===== config.mk =====
export PLATFORM = sky130hd
export DESIGN_NAME = delimited_frame_extractor_unit
export DESIGN_NICKNAME = d
export VERILOG_FILES = /design/src/rtl/dfe_pkg.sv /design/src/rtl/dfe_front.sv /design/src/rtl/dfe_queue.sv /design/src/rtl/dfe_back.sv /design/src/rtl/delimited_frame_extractor_unit.sv
export SDC_FILE = /design/constraint.sdc
export NUM_CORES = 1
export LEC_CHECK = 0
export ABC_CLOCK_PERIOD_IN_PS = 3050
export BUFFER_PORTS_ARGS = -buffer_cell sky130_fd_sc_hd__buf_4
export CORE_MARGIN = 1.5
export CORE_UTILIZATION = 35
export DETAILED_ROUTE_END_ITERATION = 7
export PLACE_DENSITY_LB_ADDON = 0.12
export SETUP_SLACK_MARGIN = 0.3
export SYNTH_ARGS = -nofsm -noshare
export SYNTH_HDL_FRONTEND = slang
export SYNTH_SLANG_ARGS = --single-unit
export TNS_END_PERCENT = 10

===== constraint.sdc =====
create_clock -name i_clk -period 3.05 [get_ports i_clk]
set_input_delay 0.305 -clock i_clk [delete_from_list [all_inputs] [get_ports i_clk]]
set_output_delay 0.305 -clock i_clk [all_outputs]
set_load 0.1 [all_outputs]

===== src/rtl/dfe_pkg.sv =====
// Shared constants for the delimited frame extractor.
package dfe_pkg;

    localparam int BYTE_W          = 8;
    localparam int POS_W           = 6;
    localparam int SIZE_W          = 7;
    localparam int MAX_FRAME_DEF   = 64;
    localparam int QUEUE_DEPTH_DEF = 4;

    localparam logic [BYTE_W-1:0] C_START = 8'h23;
    localparam logic [BYTE_W-1:0] C_CR    = 8'h0D;
    localparam logic [BYTE_W-1:0] C_LF    = 8'h0A;

endpackage


===== src/rtl/dfe_front.sv =====
// Front end: accepts received bytes, tracks framing state and issues store commands.
module dfe_front
    import dfe_pkg::*;
#(
    parameter int MAX_FRAME = MAX_FRAME_DEF,
    localparam int AW = $clog2(MAX_FRAME),
    localparam int CW = $clog2(MAX_FRAME + 1)
) (
    input  logic              i_clk,
    input  logic              i_rst_n,
    input  logic              i_valid,
    input  logic [BYTE_W-1:0] i_byte,
    output logic              o_ready,
    input  logic              i_q_full,
    output logic              o_push,
    output logic [BYTE_W-1:0] o_byte,
    output logic [AW-1:0]     o_addr,
    output logic              o_last
);

    localparam logic [1:0] PH_IDLE    = 2'd0;
    localparam logic [1:0] PH_BODY    = 2'd1;
    localparam logic [1:0] PH_WAIT_LF = 2'd2;

    logic [1:0]    r_phase, n_phase;
    logic [CW-1:0] r_count, n_count;
    logic          w_accept;
    logic          w_full;

    assign o_ready  = !i_q_full;
    assign w_accept = i_valid && !i_q_full;
    assign w_full   = (r_count == CW'(MAX_FRAME));
    assign o_byte   = i_byte;

    always_comb begin
        n_phase = r_phase;
        n_count = r_count;
        o_push  = 1'b0;
        o_last  = 1'b0;
        o_addr  = r_count[AW-1:0];
        unique case (r_phase)
            PH_BODY: begin
                if (w_accept) begin
                    if (w_full) begin
                        n_phase = PH_IDLE;
                        n_count = '0;
                    end else begin
                        o_push  = 1'b1;
                        n_count = r_count + 1'b1;
                        if (i_byte == C_CR) begin
                            n_phase = PH_WAIT_LF;
                        end
                    end
                end
            end
            PH_WAIT_LF: begin
                if (w_accept) begin
                    if ((i_byte == C_LF) && !w_full) begin
                        o_push = 1'b1;
                        o_last = 1'b1;
                    end
                    n_phase = PH_IDLE;
                    n_count = '0;
                end
            end
            default: begin
                if (w_accept) begin
                    n_phase = PH_IDLE;
                    n_count = '0;
                    o_addr  = '0;
                    if (i_byte == C_START) begin
                        o_push  = 1'b1;
                        n_count = CW'(1);
                        n_phase = PH_BODY;
                    end
                end
            end
        endcase
    end

    always_ff @(posedge i_clk) begin
        if (!i_rst_n) begin
            r_phase <= PH_IDLE;
            r_count <= '0;
        end else begin
            r_phase <= n_phase;
            r_count <= n_count;
        end
    end

endmodule


===== src/rtl/dfe_queue.sv =====
// Small command queue between the front end and the frame buffer.
module dfe_queue #(
    parameter int WIDTH = 16,
    parameter int DEPTH = 4,
    localparam int PW = (DEPTH > 1) ? $clog2(DEPTH) : 1,
    localparam int CW = $clog2(DEPTH + 1)
) (
    input  logic             i_clk,
    input  logic             i_rst_n,
    input  logic             i_push,
    input  logic [WIDTH-1:0] i_data,
    output logic             o_full,
    input  logic             i_pop,
    output logic             o_valid,
    output logic [WIDTH-1:0] o_data
);

    logic [WIDTH-1:0] r_mem [DEPTH];
    logic [PW-1:0]    r_wr_ptr, r_rd_ptr;
    logic [CW-1:0]    r_count;
    logic             w_push, w_pop;

    assign o_full  = (r_count == CW'(DEPTH));
    assign o_valid = (r_count != '0);
    assign o_data  = r_mem[r_rd_ptr];
    assign w_push  = i_push && !o_full;
    assign w_pop   = i_pop && o_valid;

    always_ff @(posedge i_clk) begin
        if (w_push) begin
            r_mem[r_wr_ptr] <= i_data;
        end
    end

    always_ff @(posedge i_clk) begin
        if (!i_rst_n) begin
            r_wr_ptr <= '0;
            r_rd_ptr <= '0;
            r_count  <= '0;
        end else begin
            if (w_push) begin
                r_wr_ptr <= (r_wr_ptr == PW'(DEPTH - 1)) ? '0 : r_wr_ptr + 1'b1;
            end
            if (w_pop) begin
                r_rd_ptr <= (r_rd_ptr == PW'(DEPTH - 1)) ? '0 : r_rd_ptr + 1'b1;
            end
            if (w_push && !w_pop) begin
                r_count <= r_count + 1'b1;
            end else if (w_pop && !w_push) begin
                r_count <= r_count - 1'b1;
            end
        end
    end

endmodule


===== src/rtl/dfe_back.sv =====
// Back end: writes frame bytes into the buffer and drains completed frames.
module dfe_back
    import dfe_pkg::*;
#(
    parameter int MAX_FRAME = MAX_FRAME_DEF,
    localparam int AW = $clog2(MAX_FRAME),
    localparam int CW = $clog2(MAX_FRAME + 1)
) (
    input  logic              i_clk,
    input  logic              i_rst_n,
    input  logic              i_cmd_valid,
    input  logic [BYTE_W-1:0] i_cmd_byte,
    input  logic [AW-1:0]     i_cmd_addr,
    input  logic              i_cmd_last,
    output logic              o_cmd_pop,
    output logic              o_valid,
    input  logic              i_ready,
    output logic [BYTE_W-1:0] o_frame_byte,
    output logic [POS_W-1:0]  o_byte_position,
    output logic [SIZE_W-1:0] o_frame_size,
    output logic              o_last
);

    logic [BYTE_W-1:0] r_mem [MAX_FRAME];

    logic              r_draining;
    logic [AW-1:0]     r_rd_ptr;
    logic [CW-1:0]     r_size;

    logic              r_s1_vld;
    logic [BYTE_W-1:0] r_rd_data;
    logic [AW-1:0]     r_s1_pos;
    logic [CW-1:0]     r_s1_size;
    logic              r_s1_last;

    logic              r_out_vld;
    logic [BYTE_W-1:0] r_out_byte;
    logic [AW-1:0]     r_out_pos;
    logic [CW-1:0]     r_out_size;
    logic              r_out_last;

    logic              w_s2_load;
    logic              w_issue;
    logic              w_issue_last;

    assign o_cmd_pop    = i_cmd_valid && !r_draining;
    assign w_s2_load    = r_s1_vld && (!r_out_vld || i_ready);
    assign w_issue      = r_draining && (!r_s1_vld || w_s2_load);
    assign w_issue_last = ((CW'(r_rd_ptr) + CW'(1)) == r_size);

    assign o_valid         = r_out_vld;
    assign o_frame_byte    = r_out_byte;
    assign o_byte_position = POS_W'(r_out_pos);
    assign o_frame_size    = SIZE_W'(r_out_size);
    assign o_last          = r_out_last;

    always_ff @(posedge i_clk) begin
        if (o_cmd_pop) begin
            r_mem[i_cmd_addr] <= i_cmd_byte;
        end
        if (w_issue) begin
            r_rd_data <= r_mem[r_rd_ptr];
            r_s1_pos  <= r_rd_ptr;
            r_s1_size <= r_size;
            r_s1_last <= w_issue_last;
        end
        if (w_s2_load) begin
            r_out_byte <= r_rd_data;
            r_out_pos  <= r_s1_pos;
            r_out_size <= r_s1_size;
            r_out_last <= r_s1_last;
        end
        if (o_cmd_pop && i_cmd_last) begin
            r_size <= CW'(i_cmd_addr) + CW'(1);
        end
    end

    always_ff @(posedge i_clk) begin
        if (!i_rst_n) begin
            r_draining <= 1'b0;
            r_rd_ptr   <= '0;
            r_s1_vld   <= 1'b0;
            r_out_vld  <= 1'b0;
        end else begin
            if (o_cmd_pop && i_cmd_last) begin
                r_draining <= 1'b1;
                r_rd_ptr   <= '0;
            end else if (w_issue) begin
                r_rd_ptr <= r_rd_ptr + 1'b1;
                if (w_issue_last) begin
                    r_draining <= 1'b0;
                end
            end
            if (w_issue) begin
                r_s1_vld <= 1'b1;
            end else if (w_s2_load) begin
                r_s1_vld <= 1'b0;
            end
            if (w_s2_load) begin
                r_out_vld <= 1'b1;
            end else if (i_ready) begin
                r_out_vld <= 1'b0;
            end
        end
    end

endmodule


===== src/rtl/delimited_frame_extractor_unit.sv =====
// Top level of the delimited frame extractor: front end, command queue and frame buffer.
// The block takes one received byte per cycle, collects frames that open with '#' and
// close with CR LF, and sends each completed frame out one byte per item with its
// position, the frame size and tlast on the line feed. Input bytes are accepted every
// cycle while the four-entry command queue has room. A completed frame of N bytes drains
// from the single-port frame buffer at one item per cycle while the output is ready; the
// line feed passes through the command queue, then each byte goes through the read stage
// and the output register. While a frame drains the buffer takes no new bytes, so input
// stalls once the queue fills. Incomplete, malformed and oversized frames are dropped silently.
module delimited_frame_extractor_unit
    import dfe_pkg::*;
#(
    parameter int MAX_FRAME = MAX_FRAME_DEF
) (
    input  logic        i_clk,
    input  logic        i_rst_n,
    input  logic        s_axis_tvalid,
    output logic        s_axis_tready,
    input  logic [7:0]  s_axis_tdata,  // [7:0] rx_byte
    output logic        m_axis_tvalid,
    input  logic        m_axis_tready,
    output logic [23:0] m_axis_tdata,  // [7:0] frame_byte, [13:8] byte_position,
                                       // [20:14] frame_size, [23:21] zero
    output logic        m_axis_tlast   // last_of_frame
);

    localparam int AW = $clog2(MAX_FRAME);
    localparam int QW = BYTE_W + AW + 1;

    logic              w_push, w_last, w_q_full, w_q_valid, w_pop;
    logic [BYTE_W-1:0] w_byte;
    logic [AW-1:0]     w_addr;
    logic [QW-1:0]     w_q_data;
    logic [BYTE_W-1:0] w_frame_byte;
    logic [POS_W-1:0]  w_pos;
    logic [SIZE_W-1:0] w_size;

    dfe_front #(
        .MAX_FRAME (MAX_FRAME)
    ) u_front (
        .i_clk    (i_clk),
        .i_rst_n  (i_rst_n),
        .i_valid  (s_axis_tvalid),
        .i_byte   (s_axis_tdata),
        .o_ready  (s_axis_tready),
        .i_q_full (w_q_full),
        .o_push   (w_push),
        .o_byte   (w_byte),
        .o_addr   (w_addr),
        .o_last   (w_last)
    );

    dfe_queue #(
        .WIDTH (QW),
        .DEPTH (QUEUE_DEPTH_DEF)
    ) u_queue (
        .i_clk   (i_clk),
        .i_rst_n (i_rst_n),
        .i_push  (w_push),
        .i_data  ({w_last, w_addr, w_byte}),
        .o_full  (w_q_full),
        .i_pop   (w_pop),
        .o_valid (w_q_valid),
        .o_data  (w_q_data)
    );

    dfe_back #(
        .MAX_FRAME (MAX_FRAME)
    ) u_back (
        .i_clk           (i_clk),
        .i_rst_n         (i_rst_n),
        .i_cmd_valid     (w_q_valid),
        .i_cmd_byte      (w_q_data[BYTE_W-1:0]),
        .i_cmd_addr      (w_q_data[BYTE_W +: AW]),
        .i_cmd_last      (w_q_data[QW-1]),
        .o_cmd_pop       (w_pop),
        .o_valid         (m_axis_tvalid),
        .i_ready         (m_axis_tready),
        .o_frame_byte    (w_frame_byte),
        .o_byte_position (w_pos),
        .o_frame_size    (w_size),
        .o_last          (m_axis_tlast)
    );

    assign m_axis_tdata = {3'b000, w_size, w_pos, w_frame_byte};

endmodule


==> summary.txt <==
Run status
  – Outcome: finished clean

Clock tree
  – Worst-path clk slew: 60 ps
  – Clock root buffer master: clkbuf_16
  – CTS tree: done
  – CTS Sinks: 650
  – Clock tree buffer depth: 3
  – CTS buffer count: 72
  – H-tree Lvls: 3
  – Post CTS Setup Buffer Count: 0
  – Clk Latency, worst-skew pair: 620 ps

Synth
  – Mean Syn Cell Area: 19.3 µm²
  – Post-synthesis cell area: 25700 µm²
  – Async set-or-reset flop fraction in the synthesized netlist: 0
  – Ys flop type: edfxtp_1
  – Area leader, netlist: edfxtp_1
  – Post-synthesis register bit count: 650
  – Post-synth cell types: 66
  – Seq/Total Area, Yosys: 0.749
  – Yosys Warn Count: 0
  – Post-synth EDFFs: 623
  – Most frequent cell after synthesis: edfxtp_1
  – Synth top area cells: edfxtp_1, mux4_2, dfxtp_1
  – Area share of the largest cell type after synthesis: 0.728
  – Top cells by instance count after synthesis: edfxtp_1, mux4_2, nor2_1
  – Post-Syn Instances: 1328

Final layout
  – Finished Layout Cells: 2525
  – Area growth, synth to finish: 17.2%
  – Final instance area: 30100 µm²
  – Util after Layout: 0.413
  – Layout cells sized above 1: 0.269
  – Nets: 1538
  – FILL cells: 6526

Power
  – Power per cell area: 799 nW/µm²
  – PnR Total Power: 24.1 mW
  – Pleak: 9.54 nW
  – Maximum vdd drop: 517 µV

Worst setup path
  – FF-to-FF path depth: 5
  – Worst Setup Start Kind: input pin
  – Worst path arrival time: 3250 ps
  – R2R Path End: u_back.r_mem[51][1]
  – Req. time, crit path: 3570 ps
  – FF-to-FF setup slack: 360 ps
  – Critical path capture point type: register
  – Worst-path maximum fanout: 5
  – CP Class: input pin to register

Global route
  – GRT Total Usage: 0.173
  – Vias in the first global route: 13400
  – Congestion Overflow GR: 0
  – First-pass GRT wire length: 93.3 mm
  – Initial antenna violation count: 3
  – Largest net degree at the start of global routing: 65

Timing
  – Setup TNS: 0 ps
  – Fin crit share: 0.894
  – Final Setup Violations: 0
  – Fin crit period: 2730 ps
  – F_max: 367 MHz
  – RSZ-0062 raised after global routing: true
  – Skew final: 20.2 ps
  – Tightest Pin Transition: 888 ps
  – Slew HR: 0.408
  – Slew Limit Fails: 0
  – Hold Violations, Final: 0

Floorplanning
  – Initial Utilization: 0.353
  – Die area: 75100 µm²
  – Core area: 72800 µm²
  – Row count: 99
  – Die Y-Extent: 274 µm
  – I/O pin total: 39
  – Die Wd: 274 µm

Drt
  – Uppermost layer routed: met5
  – WL final: 63.9 mm
  – DR DRC count: 0
  – First drt pass iteration count: 5
  – DRT antenna net count: 0
  – Drt initial violations: 1022
  – Via count: 12800
  – Routed wl met2: 30.8 mm
  – Routed length on met1: 28.7 mm
  – Met3 WL post-DR: 3.17 mm
  – Post-DR vias/cell: 5.09
  – WL per Instance: 25.3 µm

Place
  – PortBufs: 35
  – Placer Congestion: 0.770
  – Hpwl dp: 39.8 mm
  – Cell Area, Placed: 27800 µm²
  – Placed insts: 2390

Hold path
  – Hold Startpoint: s_axis_tvalid
  – WHS Path Cells: 4
  – Hold Path End: u_front.r_count[1]
  – Worst hold path type: input pin to register

Run
  – Max-Cap Viols: 0
cell type report:
class	instances	area [µm²]	share of cell area
antenna	1	2.50	0.0000831
clock buffer	90	1910	0.0635
clock inverter	36	333	0.0111
inverter	13	48.8	0.00162
multi-input combinational	600	5950	0.198
sequential	650	19300	0.640
tap	959	1200	0.0399
timing repair buffer	176	1400	0.0466
how the worst max path moves through the flow:
stage,cells past startpoint,end,start,slack [ps]
6_report,13,u_queue.r_count[2],s_axis_tdata[4],320
3_3_place_gp,7,u_back.r_rd_data[7],u_back.r_rd_ptr[1],300
3_5_place_dp,6,u_back.r_rd_data[7],u_back.r_rd_ptr[1],320
4_1_cts,6,u_back.r_rd_data[7],u_back.r_rd_ptr[1],320
5_1_grt,13,u_queue.r_count[2],s_axis_tdata[4],190
2_1_floorplan,11,u_queue.r_count[2],u_queue.r_count[0],240
routing by layer:
metal	track usage	vias to the layer above
li1	-	5731
met1	0.239	6719
met2	0.283	297
met3	0.0321	91
met4	0.0444	4
met5	0	-
cells by family (layout without fill, tap and decap cells):
kind of cell / Yosys count / after routing / synth area share
buffers and inverters: 80 / 315 / 0.0204
AO/OA/AOI/OAI: 110 / 110 / 0.0314
adder cells (fa/ha/maj): 13 / 13 / 0.00662
flip-flops: 650 / 650 / 0.749
AND/OR/NAND/NOR: 278 / 278 / 0.0527
multiplexers: 172 / 172 / 0.132
other: 1 / 4 / 0.000146
XOR/XNOR: 24 / 24 / 0.00818
power breakdown:
group | internal [mW] | leakage (nW) | total [mW] | switching, mW
logic | 1.43 | 2.59 | 4.44 | 3.01
registers | 11.0 | 5.86 | 11.3 | 0.218
clock network | 4.88 | 1.09 | 8.37 | 3.49
total | 17.3 | 9.54 | 24.1 | 6.72
stage by stage:
step	setup slack (ps)	hold slack [ps]
final	323	67.2
after global routing	193	47.2
after CTS	325	34.5
after detailed placement	323	405
after global placement	300	410
after floorplan	244	400
cells in the final DEF, fill, tap and decap left out, types with 20 or more instances in the layout:
| cell type | count |
|---|---|
| buf_4 | 163 |
| clkbuf_16 | 74 |
| clkinv_1 | 20 |
| dfxtp_1 | 24 |
| edfxtp_1 | 623 |
| mux2_2 | 27 |
| mux2i_1 | 20 |
| mux4_2 | 109 |
| nand2_1 | 71 |
| nand3_1 | 23 |
| nor2_1 | 78 |
| nor2b_1 | 27 |
sequential cells by signal, summed over array words and instances, names as in the netlist, 7 cells and up, named ones only:
signal               flops
u_back.r_s1_size         7
u_back.o_frame_size      7
u_back.o_frame_byte      8
u_back.r_size            7
u_queue.r_mem           60
u_back.r_mem           512
u_front.r_count          7
u_back.r_rd_data         8
critical path: stages:
cell and delay, ps:
dlygate4sd3_1 540, buf_4 150, nor3_1 400, nand4_1 230, nor2_1 230, a21oi_2 70, inv_1 70, ha_1 160
inv_1 60, fa_1 370, xor2_1 170, or3_1 300, a21boi_0 200
timing repair:
| action | 4_1_cts | 5_1_grt |
|---|---|---|
| hold endpoints to repair | 32 | 0 |
| endpoints found under the setup margin | 0 | 63 |
| gates resized for setup | 0 | 2 |
| hold buffers | 8 | 0 |
Note: power is estimated with default switching activity, not from simulation.
